===== src/sv/tvsf_pkg.sv =====
// Shared types, codes and helpers of the typed value scan filter.
// No dependencies; imported by every module of the block.
`default_nettype none

package tvsf_pkg;

  localparam logic [3:0] TY_I8  = 4'd0;
  localparam logic [3:0] TY_U8  = 4'd1;
  localparam logic [3:0] TY_I16 = 4'd2;
  localparam logic [3:0] TY_U16 = 4'd3;
  localparam logic [3:0] TY_I32 = 4'd4;
  localparam logic [3:0] TY_U32 = 4'd5;
  localparam logic [3:0] TY_I64 = 4'd6;
  localparam logic [3:0] TY_U64 = 4'd7;
  localparam logic [3:0] TY_F32 = 4'd8;
  localparam logic [3:0] TY_F64 = 4'd9;

  localparam logic [3:0] MD_EXACT     = 4'd0;
  localparam logic [3:0] MD_BETWEEN   = 4'd1;
  localparam logic [3:0] MD_GREATER   = 4'd2;
  localparam logic [3:0] MD_LESS      = 4'd3;
  localparam logic [3:0] MD_ANY       = 4'd4;
  localparam logic [3:0] MD_CHANGED   = 4'd5;
  localparam logic [3:0] MD_UNCHANGED = 4'd6;
  localparam logic [3:0] MD_UP        = 4'd7;
  localparam logic [3:0] MD_DOWN      = 4'd8;
  localparam logic [3:0] MD_UP_BY     = 4'd9;
  localparam logic [3:0] MD_DOWN_BY   = 4'd10;

  localparam logic [2:0] CFG_VALUE_TYPE    = 3'd0;
  localparam logic [2:0] CFG_COMPARE_MODE  = 3'd1;
  localparam logic [2:0] CFG_OPERAND_A     = 3'd2;
  localparam logic [2:0] CFG_OPERAND_B     = 3'd3;
  localparam logic [2:0] CFG_EXCLUDE_START = 3'd4;
  localparam logic [2:0] CFG_EXCLUDE_END   = 3'd5;

  localparam int QDEPTH = 4;
  localparam int QAW    = $clog2(QDEPTH);

  typedef struct packed {
    logic [3:0]  value_type;
    logic [3:0]  compare_mode;
    logic [63:0] operand_a;
    logic [63:0] operand_b;
    logic [63:0] exclude_start;
    logic [63:0] exclude_end;
  } cfg_t;

  typedef struct packed {
    logic [63:0] addr;
    logic [63:0] cur;
    logic [63:0] prev;
    logic [63:0] hit_value;
    logic        reject;
  } item_t;

  function automatic logic [3:0] type_bytes(input logic [3:0] t);
    logic [3:0] b;
    begin
      unique case (t)
        TY_I8, TY_U8: b = 4'd1;
        TY_I16, TY_U16: b = 4'd2;
        TY_I32, TY_U32, TY_F32: b = 4'd4;
        TY_I64, TY_U64, TY_F64: b = 4'd8;
        default: b = 4'd0;
      endcase
      return b;
    end
  endfunction

  function automatic logic [63:0] bytes_mask(input logic [3:0] b);
    logic [63:0] m;
    begin
      unique case (b)
        4'd1: m = 64'h0000_0000_0000_00ff;
        4'd2: m = 64'h0000_0000_0000_ffff;
        4'd4: m = 64'h0000_0000_ffff_ffff;
        4'd8: m = 64'hffff_ffff_ffff_ffff;
        default: m = 64'h0;
      endcase
      return m;
    end
  endfunction

endpackage

`default_nettype wire


===== src/sv/tvsf_queue.sv =====
// Short word queue between front and back end.
// Depends on tvsf_pkg for the item type and depth.
`default_nettype none

module tvsf_queue import tvsf_pkg::*; (
  input  wire logic  clk,
  input  wire logic  rst_n,
  input  wire logic  push_valid,
  output logic       push_ready,
  input  wire item_t push_data,
  output logic       pop_valid,
  input  wire logic  pop_ready,
  output item_t      pop_data
);

  item_t            mem_r [QDEPTH];
  logic [QAW-1:0]   wr_ptr_r, wr_ptr_nxt;
  logic [QAW-1:0]   rd_ptr_r, rd_ptr_nxt;
  logic [QAW:0]     count_r, count_nxt;
  logic             push, pop;

  assign push_ready = (count_r != QDEPTH[QAW:0]);
  assign pop_valid  = (count_r != '0);
  assign pop_data   = mem_r[rd_ptr_r];
  assign push       = push_valid && push_ready;
  assign pop        = pop_valid && pop_ready;

  always_comb begin
    wr_ptr_nxt = push ? wr_ptr_r + 1'b1 : wr_ptr_r;
    rd_ptr_nxt = pop ? rd_ptr_r + 1'b1 : rd_ptr_r;
    count_nxt  = count_r;
    if (push && !pop) begin
      count_nxt = count_r + 1'b1;
    end else if (pop && !push) begin
      count_nxt = count_r - 1'b1;
    end
  end

  always_ff @(posedge clk) begin
    if (!rst_n) begin
      wr_ptr_r <= '0;
      rd_ptr_r <= '0;
      count_r  <= '0;
    end else begin
      wr_ptr_r <= wr_ptr_nxt;
      rd_ptr_r <= rd_ptr_nxt;
      count_r  <= count_nxt;
    end
    if (push) begin
      mem_r[wr_ptr_r] <= push_data;
    end
  end

  a_count_bound: assert property (@(posedge clk) disable iff (!rst_n)
    count_r <= QDEPTH[QAW:0]) else $error("queue count over depth");

  a_push_only: assert property (@(posedge clk) disable iff (!rst_n)
    (push && !pop) |=> (count_r == $past(count_r) + 1'b1))
    else $error("queue count missed a push");

endmodule

`default_nettype wire


===== config.mk =====
export PLATFORM = sky130hd
export DESIGN_NAME = tvsf_queue
export DESIGN_NICKNAME = d
export VERILOG_FILES = /design/src/sv/tvsf_pkg.sv /design/src/sv/tvsf_queue.sv
export SDC_FILE = /design/constraint.sdc
export NUM_CORES = 1
export LEC_CHECK = 0
export BUFFER_PORTS_ARGS = -buffer_cell sky130_fd_sc_hd__buf_2
export CAP_MARGIN = 10
export CORE_MARGIN = 2
export CORE_UTILIZATION = 40
export DETAILED_ROUTE_END_ITERATION = 6
export PLACE_DENSITY = 0.71
export SETUP_SLACK_MARGIN = 0.2
export SYNTH_ARGS = -nofsm -noshare
export SYNTH_HDL_FRONTEND = slang
export SYNTH_SLANG_ARGS = --single-unit

===== constraint.sdc =====
create_clock -name clk -period 13.3 [get_ports clk]
set_input_delay 1.33 -clock clk [delete_from_list [all_inputs] [get_ports clk]]
set_output_delay 1.33 -clock clk [all_outputs]
set_load 0.02 [all_outputs]

==> impl_metrics.toml <==
[status]
outcome = "finished clean"

[drt]
routed_wl_mm = 75.7
drt-pass1-iter-count = 5
post_drt_wl_per_cell_um = 22.8
viasPerCell = 5.10
ant_nets = 0
drc = 0
vias = 16900
drtIter0Drc = 1577

[final_layout]
final_cell_area_um2 = 44700
n_fill_cell = 7477
drive_gt1_frac = 0.456
areaGrowthSynthToFinish_pct = 18.2
nNetsFinal = 2241
regArea_um2 = 31100
final_cell_mix = "edfxtp_1, buf_2, mux4_2"
multi_input_area_um2 = 6080
mostFrequentLayoutCell = "edfxtp_1"

[power_and_ir_drop]
max-vdd-ir-drop_mv = 0.141
comb_power_share = 0.247
p_clk_frac = 0.299
share_seq_of_total_power = 0.454
p_switching_mw = 2.58
power_density_nw_per_um2 = 201
p_sw_frac = 0.287
total_leakage_power_nw = 14.7
intPower_mw = 6.41

[placement]
globalplace.congestion = 0.761
dp_hpwl_mm = 46.4
place.port_buffers = 519
preCtsSetupSlack_ps = 7690
post_dp_cell_area_um2 = 41500

[clock_network]
cts_setup_buffers = 0
numCtsBuffers = 101
cts_tree = "done"
htreeDepth = 3
ctsHoldBuffers = 0
clk_path_buf_depth = 3
clock_sinks = 1037
clock-root-buffer = "clkbuf_16"
path_clk_slew_ps = 60
cts_resized = 0
insertion_delay_ps = 660

[die]
dieWidth_um = 311
num_rows = 112
die_area_um2 = 96900
core-area_um2 = 93500
start_util = 0.404
die_h_um = 311
ios = 520

[sta]
fin_ws_ps = 7210
worst_pin_slew_ps = 1120
slew_headroom = 0.256
clock_skew_ps = 26.1
setup_viol = 0
fin_crit_ps = 6090
clock.fmax_ghz = 0.164
finalSetupTns_ps = 0
hold_viol = 0
slew_violations = 0
rsz0062_at_grt = "no"
finalCritPeriodShare = 0.458

[global_routing]
grt_overflow = 0
grt_max_degree = 146
gr-usage-met2 = 0.257
top_usage_layer = "met2"
grtUsageTotal = 0.155
grtUsageMet3 = 0.0487
antenna_found_initial = 24
grtUsageMet1 = 0.191
grt_pass1_wl_mm = 114
grt_pass1_vias = 18100

[logic_synthesis]
synthCells = 1391
ys_seq_elements = 1037
synth-simple-area-share = 0.00242
synth_top_family_by_area = "multiplexers"
synthAdderAreaFrac = 0.00219
muxShareOfSynthArea = 0.154
synth_nets = 1658
syn_area_per_cell_um2 = 27.2
synth.distinct_cells = 24
syn_area_um2 = 37800
synth_seq_area_share = 0.822
synth_compound_area_frac = 0.00106
yosys_warnings = 0
synth_xor_area_frac = 0.000927

[setup_path]
crit_chain = "buf_4 -> buf_4 -> buf_4 -> mux4_2 -> buf_2"
worst-path-buf-inv = 4
arrival_ps = 4760
slowest_stage = "buf_4"
slowest_delay_ps = 840
worst-path-max-fanout = 49
crit_required_ps = 11970
crit_family = "buffers and inverters"
endpoint_kind = "output port"
cp-start-kind = "flop"
timing.critical_path.mode_cell = "buf_4"
path_class = "flop to output port"

[worst_hold_path]
hold_class = "flop to flop"

[run]
drv_cap = 0
[power by group through the flow]
stage	clock [mW]	sequential, mW	combinational (mW)
2_1_floorplan	0	4.17	1.69
3_3_place_gp	0	4.13	2.24
3_5_place_dp	0	4.16	2.26
4_1_cts	2.75	4.09	2.27
5_1_grt	2.87	4.11	2.36
6_report	2.68	4.08	2.22
[metrics by stage]
step	hold WS (ps)	instances	utilization	total power, mW
3_3_place_gp	475	3125	0.444	6.37
5_1_grt	563	3317	0.478	9.34
3_5_place_dp	518	3125	0.444	6.41
6_report	516	3320	0.478	8.98
2_1_floorplan	468	1391	-	5.86
4_1_cts	521	3308	0.477	9.11
[metal layers]
metal  part of all wire  wire (um)
met5             0.0020        155
met4              0.027       2040
met3              0.084       6360
met2               0.51      38600
met1               0.38      28500
[cell usage after synthesis]
master	n	share of area
a21boi_0	1	0.00020
a21boi_2	1	0.00030
and2_1	8	0.0013
buf_12	22	0.012
buf_2	25	0.0033
buf_4	2	0.00040
buf_6	5	0.0015
clkbuf_1	5	0.00050
dfxtp_1	9	0.0048
edfxtp_1	1028	0.82
fa_1	1	0.00053
ha_1	5	0.0017
inv_1	3	0.00030
mux2i_1	3	0.00079
mux4_2	257	0.15
nand2_1	5	0.00050
nor2_1	1	0.000099
nor2b_1	1	0.00017
o21ai_0	1	0.00013
o311ai_0	1	0.00023
o31ai_1	1	0.00020
or3_1	2	0.00033
xnor2_1	3	0.00070
xor2_1	1	0.00023
[cells by family after synthesis]
logic type,Yosys count
xor gates and xnor gates,4
and+or+nand+nor,17
muxes,260
adders and majority gates,6
AOI/OAI and AO/OA,5
DFF,1037
buffers and inverters,62
[layout make-up]
class,instances,area share
flip-flops and latches,1037,0.695
multi-input cells,292,0.136
repair buffers,539,0.0624
clock buffers,127,0.0602
well taps,1254,0.0351
clock inverters,56,0.00989
diodes,12,0.000672
inverters,3,0.000252
[path summary, 6_finish.rpt]
path | cells after the start | start | slack [ps] | to
max reg2reg | 6 | count_r[0]$_SDFFE_PN0P_ | 8930 | mem_r[0][181]$_DFFE_PP_
max | 5 | flop | 7210 | pop_data[164]
min | 2 | wr_ptr_r[0]$_SDFFE_PN0P_ | 520 | wr_ptr_r[0]$_SDFFE_PN0P_
min reg2reg | 2 | wr_ptr_r[0]$_SDFFE_PN0P_ | 520 | wr_ptr_r[0]$_SDFFE_PN0P_
[state kept, by name, indices dropped and copies added (netlist names), named ones only]
| signal | count |
|---|---|
| count_r | 3 |
| mem_r | 1028 |
| rd_ptr_r | 2 |
| wr_ptr_r | 2 |
[worst reg2reg max path, delay by kind of cell (launching register included)]
kind | cells | cell delay [ps]
compound gates | 1 | 340
simple gates | 2 | 650
flops | 1 | 450
buf+inv | 3 | 2500
No activity file was read; power rests on OpenSTA's default activity.
