File: src/sv/tvsf_pkg.sv
// Shared types, codes and helpers of the typed value scan filter.
// No dependencies; imported by every module of the block.
`default_nettype none

package tvsf_pkg;

  localparam logic [3:0] TY_I8  = 4'd0;
  localparam logic [3:0] TY_U8  = 4'd1;
  localparam logic [3:0] TY_I16 = 4'd2;
  localparam logic [3:0] TY_U16 = 4'd3;
  localparam logic [3:0] TY_I32 = 4'd4;
  localparam logic [3:0] TY_U32 = 4'd5;
  localparam logic [3:0] TY_I64 = 4'd6;
  localparam logic [3:0] TY_U64 = 4'd7;
  localparam logic [3:0] TY_F32 = 4'd8;
  localparam logic [3:0] TY_F64 = 4'd9;

  localparam logic [3:0] MD_EXACT     = 4'd0;
  localparam logic [3:0] MD_BETWEEN   = 4'd1;
  localparam logic [3:0] MD_GREATER   = 4'd2;
  localparam logic [3:0] MD_LESS      = 4'd3;
  localparam logic [3:0] MD_ANY       = 4'd4;
  localparam logic [3:0] MD_CHANGED   = 4'd5;
  localparam logic [3:0] MD_UNCHANGED = 4'd6;
  localparam logic [3:0] MD_UP        = 4'd7;
  localparam logic [3:0] MD_DOWN      = 4'd8;
  localparam logic [3:0] MD_UP_BY     = 4'd9;
  localparam logic [3:0] MD_DOWN_BY   = 4'd10;

  localparam logic [2:0] CFG_VALUE_TYPE    = 3'd0;
  localparam logic [2:0] CFG_COMPARE_MODE  = 3'd1;
  localparam logic [2:0] CFG_OPERAND_A     = 3'd2;
  localparam logic [2:0] CFG_OPERAND_B     = 3'd3;
  localparam logic [2:0] CFG_EXCLUDE_START = 3'd4;
  localparam logic [2:0] CFG_EXCLUDE_END   = 3'd5;

  localparam int QDEPTH = 4;
  localparam int QAW    = $clog2(QDEPTH);

  typedef struct packed {
    logic [3:0]  value_type;
    logic [3:0]  compare_mode;
    logic [63:0] operand_a;
    logic [63:0] operand_b;
    logic [63:0] exclude_start;
    logic [63:0] exclude_end;
  } cfg_t;

  typedef struct packed {
    logic [63:0] addr;
    logic [63:0] cur;
    logic [63:0] prev;
    logic [63:0] hit_value;
    logic        reject;
  } item_t;

  function automatic logic [3:0] type_bytes(input logic [3:0] t);
    logic [3:0] b;
    begin
      unique case (t)
        TY_I8, TY_U8: b = 4'd1;
        TY_I16, TY_U16: b = 4'd2;
        TY_I32, TY_U32, TY_F32: b = 4'd4;
        TY_I64, TY_U64, TY_F64: b = 4'd8;
        default: b = 4'd0;
      endcase
      return b;
    end
  endfunction

  function automatic logic [63:0] bytes_mask(input logic [3:0] b);
    logic [63:0] m;
    begin
      unique case (b)
        4'd1: m = 64'h0000_0000_0000_00ff;
        4'd2: m = 64'h0000_0000_0000_ffff;
        4'd4: m = 64'h0000_0000_ffff_ffff;
        4'd8: m = 64'hffff_ffff_ffff_ffff;
        default: m = 64'h0;
      endcase
      return m;
    end
  endfunction

endpackage

`default_nettype wire

File: src/sv/tvsf_front.sv
// Front end: accepts input words, masks the address, sizes the value and
// applies the exclusion window. Depends on tvsf_pkg.
`default_nettype none

module tvsf_front import tvsf_pkg::*; #(
  parameter int ADDR_BITS = 64
) (
  input  wire logic         clk,
  input  wire logic         rst_n,
  input  wire cfg_t         cfg,
  input  wire logic         in_tvalid,
  output logic              in_tready,
  input  wire logic [191:0] in_tdata,  // slot_address, current_word, previous_word
  output logic              q_valid,
  input  wire logic         q_ready,
  output item_t             q_data
);

  localparam logic [63:0] AMASK = ~({64{1'b1}} << ADDR_BITS);

  logic        f_v_r, f_v_nxt;
  item_t       item_r;
  item_t       item;
  logic [3:0]  size;
  logic [64:0] span;
  logic        win;

  always_comb begin
    item.addr      = in_tdata[63:0] & AMASK;
    item.cur       = in_tdata[127:64];
    item.prev      = in_tdata[191:128];
    size           = type_bytes(cfg.value_type);
    item.hit_value = item.cur & bytes_mask(size);
    span           = {1'b0, item.addr} + {61'b0, size};
    win            = (cfg.exclude_start < cfg.exclude_end) &&
                     (item.addr < cfg.exclude_end) &&
                     (span > {1'b0, cfg.exclude_start});
    item.reject    = (size == 4'd0) || win;
  end

  assign in_tready = !f_v_r || q_ready;
  assign q_valid   = f_v_r;
  assign q_data    = item_r;

  always_comb begin
    f_v_nxt = f_v_r;
    if (in_tready) begin
      f_v_nxt = in_tvalid;
    end
  end

  always_ff @(posedge clk) begin
    if (!rst_n) begin
      f_v_r <= 1'b0;
    end else begin
      f_v_r <= f_v_nxt;
    end
    if (in_tvalid && in_tready) begin
      item_r <= item;
    end
  end

endmodule

`default_nettype wire

File: config.mk
export PLATFORM = sky130hd
export DESIGN_NAME = tvsf_front
export DESIGN_NICKNAME = d
export VERILOG_FILES = /design/src/sv/tvsf_pkg.sv /design/src/sv/tvsf_front.sv
export SDC_FILE = /design/constraint.sdc
export NUM_CORES = 1
export LEC_CHECK = 0
export BUFFER_PORTS_ARGS = -buffer_cell sky130_fd_sc_hd__buf_2
export CORE_AREA = 4 4 276 278
export CTS_CLUSTER_DIAMETER = 150
export CTS_CLUSTER_SIZE = 10
export DETAILED_ROUTE_END_ITERATION = 8
export DIE_AREA = 0 0 280 282
export GPL_ROUTABILITY_DRIVEN = 1
export PLACE_DENSITY_LB_ADDON = 0.15
export SYNTH_ARGS = -nofsm -noshare
export SYNTH_HDL_FRONTEND = slang
export SYNTH_SLANG_ARGS = --single-unit
export TNS_END_PERCENT = 30
File: constraint.sdc
create_clock -name clk -period 15.19 [get_ports clk]
set_input_delay 3.038 -clock clk [delete_from_list [all_inputs] [get_ports clk]]
set_output_delay 3.038 -clock clk [all_outputs]
set_load 0.01 [all_outputs]
==> reports/results.md <==
| Item | Value |
| --- | --- |
| Status | finished, final reports clean |
| Antenna violations before repair | 35 |
| Total negative slack | 0 ns |
| Maximum number of pins on one net before global-route repair | 78 |
| Yosys warns | 0 |
| Type of origin of the critical path | primary input |
| Worst slew margin relative to its limit | 28.66% |
| Post-route total power | 1.848 mW |
| Vias | 11390 |
| Number of enable flip-flop cells after synthesis | 257 |
| Final worst setup slack | 7.562 ns |
| Leakage | 8.742 nW |
| Post-route minimum period | 7.628 ns |
| Clock root cell | sky130_fd_sc_hd__clkbuf_16 |
| Critical Path Max Stage Delay | 0.54 ns |
| Final routed DRC violation total | 0 |
| Input/output buffers | 586 |
| Area of the core region | 73950 um^2 |
| Number of distinct library cells after synthesis | 56 |
| Clk sinks | 258 |
| Most used flip-flop cell after synthesis | sky130_fd_sc_hd__edfxtp_1 |
| Cell-by-cell listing of the critical path | buf_2, nor3_1, ha_1, inv_1, fa_1, nor2b_1, o21a_1, o211ai_2, nor3_4, nand2_1, nor3_1, xor2_1, ha_1, nand4_1, nor4_1, and3_1, nor2b_1, mux2i_1, a21oi_1, o31ai_1 |
| Die extent in y | 282 um |
| Gate count of the mapped netlist | 1156 |
| Post-Syn Area | 14160 um^2 |
| Clk buf depth | 3 |
| H-tree levels | 1 |
| RSZ-0062 raised after global routing | no |
| Clock Skews | 0.01856 ns |
| Non-filler instance count after layout | 2770 |
| Boundary Pins | 719 |
| Residual overflow from global routing | 0 |
| Post-CTS sizing | 0 |
| Via count of the first global-routing pass | 11520 |
| CP endpoint kind | register |
| Combinational share of power | 16.6% |
| Worst IR Drop VDD | 0.04495 mV |
| Number of DRC violations after detailed-routing iteration 0 | 514 |
| Share of the clock period used by the worst path after layout | 50.22% |
| Routed WL | 57750 um |
| Max-cap violations | 0 |
| Type of the tightest min-delay check | reg -> reg |
| Number of failing hold endpoints at the final stage | 0 |
| Worst Path Class, Setup | in -> reg |
| Die ar. | 78960 um^2 |
| Cell internal pwr | 1.355 mW |
| FF+latch count, synth | 258 |
| Clock tree from TritonCTS | done |
| Share of final-layout standard cells stronger than drive strength 1 | 35.92% |
| Avg Vias per Cell | 4.112 |
| Fraction of registers with async set/reset | 0% |
| Net switching power of the design | 0.4929 mW |
| Pre-Repair DR Iteration Count | 5 |
| Wire length of the first global-routing pass | 79360 um |
| Number of buffers inserted during clock tree synthesis | 30 |
| Synth top area cells | sky130_fd_sc_hd__edfxtp_1 (55%), sky130_fd_sc_hd__ha_1 (17%), sky130_fd_sc_hd__inv_1 (3.9%) |
| Rows | 100 |
| Placer's final routability congestion estimate | 0.8233 |
| Number of nets in the finished design | 2430 |
| Total nets after synthesis | 1811 |
| Clock latency on the worst-skew pair | 0.59 ns |
| Initial Utilization | 19.15% |
| Slew @ Worst Pin | 1.070 ns |
| Area leader, netlist | sky130_fd_sc_hd__edfxtp_1 |
| HPWL after detailed placement | 48830 um |
| Clock input transition at the sequential cells of the worst setup and hold paths | 0.07 ns |
| Worst setup slack after placement | 6.913 ns |
| Top-area cell type share of the netlist area | 54.51% |
| Switching portion of total power | 26.67% |
| Worst slack on hold paths | 0.5456 ns |
| Req. time, crit path | 15.53 ns |
| Synth-to-layout area growth | 36.01% |
| Setup Buffers After CTS | 0 |
| Final setup violating endpoints | 0 |
| Data arrival time at the worst-slack endpoint | 7.97 ns |
| Register share of total power | 45.7% |
| Final routed wire length divided by cell count | 20.85 um |
| Number of instances in the placed design | 2712 |
| Post-CTS Hold Fix Bufs | 0 |
| Post-Syn Area per Cell | 12.25 um^2 |
| Crit-path slowest cell | sky130_fd_sc_hd__nor4_1 |
| Max-slew violation total from the final report | 0 |
| GRT Overall Usage | 13.73% |
| Maximum achievable frequency | 131.1 MHz |
| Sequential fraction of the synthesis area | 54.65% |
| Antenna-violating nets left | 0 |
| Largest fanout on the critical path | 8 |
| Die span in x | 280 um |
| Share of total power in the clock network | 37.7% |
| Ratio of total power to cell area | 95.97 nW/um^2 |
## cell type report
class | instances | area [um^2]
Clock buffer | 44 | 813.3
Clock inverter | 3 | 76.32
Antenna cell | 11 | 27.53
Timing Repair Buffer | 593 | 2985
Inverter | 146 | 548.0
Sequential cell | 258 | 7737
Fill cell | 7935 | 54690
Tap cell | 969 | 1212
Multi-Input combinational cell | 746 | 5857
## registers in the layout (all words and copies together) (netlist names)
name	count
q_data	257
q_valid	1
## cell families (layout without fill, tap and decap cells)
logic type                 Yosys count  count (layout)  share of synthesized area, %
and+or+nand+nor                    331             331                         12.96
muxes                                1               1                       0.07070
adders and majority gates          195             195                         17.29
buffers and inverters              152             786                         4.056
xor gates and xnor gates            62              62                         3.835
AOI/OAI and AO/OA                  157             157                         7.149
DFF                                258             258                         54.65
other                                0              11                             0
## worst max-delay path: cells and delay by family
family / cells / cell delay (ns)
AND/OR/NAND/NOR: 9 / 2.79
adder cells (fa/ha/maj): 3 / 1.00
AO/OA/AOI/OAI: 4 / 0.72
buffers and inverters: 2 / 0.21
XOR/XNOR: 1 / 0.10
multiplexers: 1 / 0.08
## layout by cell type (no fill, tap or decap), types with 4 or more instances in the layout
master                      synthesis  final
sky130_fd_sc_hd__a2111oi_0          5      5
sky130_fd_sc_hd__a211oi_1           7      7
sky130_fd_sc_hd__a21boi_0           6      6
sky130_fd_sc_hd__a21o_1            20     20
sky130_fd_sc_hd__a21oi_1           58     57
sky130_fd_sc_hd__a221oi_1           4      4
sky130_fd_sc_hd__and2_1            52     51
sky130_fd_sc_hd__and3_1            10     10
sky130_fd_sc_hd__and4_1             5      5
sky130_fd_sc_hd__buf_2              0    586
sky130_fd_sc_hd__buf_4              1      7
sky130_fd_sc_hd__clkbuf_1           5     13
sky130_fd_sc_hd__clkbuf_16          0     30
sky130_fd_sc_hd__diode_2            0     11
sky130_fd_sc_hd__edfxtp_1         257    257
sky130_fd_sc_hd__ha_1             194    194
sky130_fd_sc_hd__inv_1            146    146
sky130_fd_sc_hd__nand2_1           54     54
sky130_fd_sc_hd__nand2b_1           5      5
sky130_fd_sc_hd__nand3_1           45     45
sky130_fd_sc_hd__nand4_1           53     53
sky130_fd_sc_hd__nor2_1            39     39
sky130_fd_sc_hd__nor2b_1           23     23
sky130_fd_sc_hd__nor3_1            16     16
sky130_fd_sc_hd__nor4_1            10     10
sky130_fd_sc_hd__o211ai_1           4      4
sky130_fd_sc_hd__o21ai_0           24     23
sky130_fd_sc_hd__or2_2              4      4
sky130_fd_sc_hd__or3_1              5      5
sky130_fd_sc_hd__xnor2_1           42     42
sky130_fd_sc_hd__xor2_1            20     20
## through the flow
step                      cell area (um^2)  utilization, %
final                                19260           26.04
after global routing                 19240           26.02
after CTS                            19230           26.01
after detailed placement             18340           24.80
after global placement               18340           24.80
after floorplan                      14160               -
## Yosys cell counts, drive strengths merged, types with 4 or more instances
cell type    n
xnor2       42
clkbuf       5
a21boi       6
and4         5
nand2b       5
a21o        20
a2111oi      5
a221oi       4
inv        146
a211oi       7
a21oi       58
nor4        12
ha         194
nor2b       23
and3        10
nor2        39
or2          4
nand2       55
edfxtp     257
or3          5
nand4       54
o211ai       5
xor2        20
nand3       45
nor3        19
o21ai       25
and2        52
## worst paths after layout
kind,depth (start not counted),to,slack [ns],startpoint
setup / recovery,20,q_data[0]$_DFFE_PP_,7.56,cfg[262]
hold / removal,2,q_valid$_SDFFE_PN0N_,0.55,q_valid$_SDFFE_PN0N_
setup reg to reg,4,q_data[190]$_DFFE_PP_,11.99,q_valid$_SDFFE_PN0N_
hold reg to reg,2,q_valid$_SDFFE_PN0N_,0.55,q_valid$_SDFFE_PN0N_
## routing by layer
layer	track usage [%]	part of all wire, %	vias up
met1	15.04	38	5347
met4	3.314	2.6	46
met3	6.210	10	108
met5	0	0.55	-
met2	24.37	49	370
li1	-	-	5519
## power groups by stage
stage	sequential [mW]	combinational (mW)	clock (mW)
floorplan	0.895	0.123	0
detailed placement	0.860	0.315	0
finish	0.845	0.307	0.696
global route	0.848	0.346	0.761
global placement	0.860	0.310	0
CTS	0.845	0.316	0.733
No activity file was read; power rests on OpenSTA's default activity.
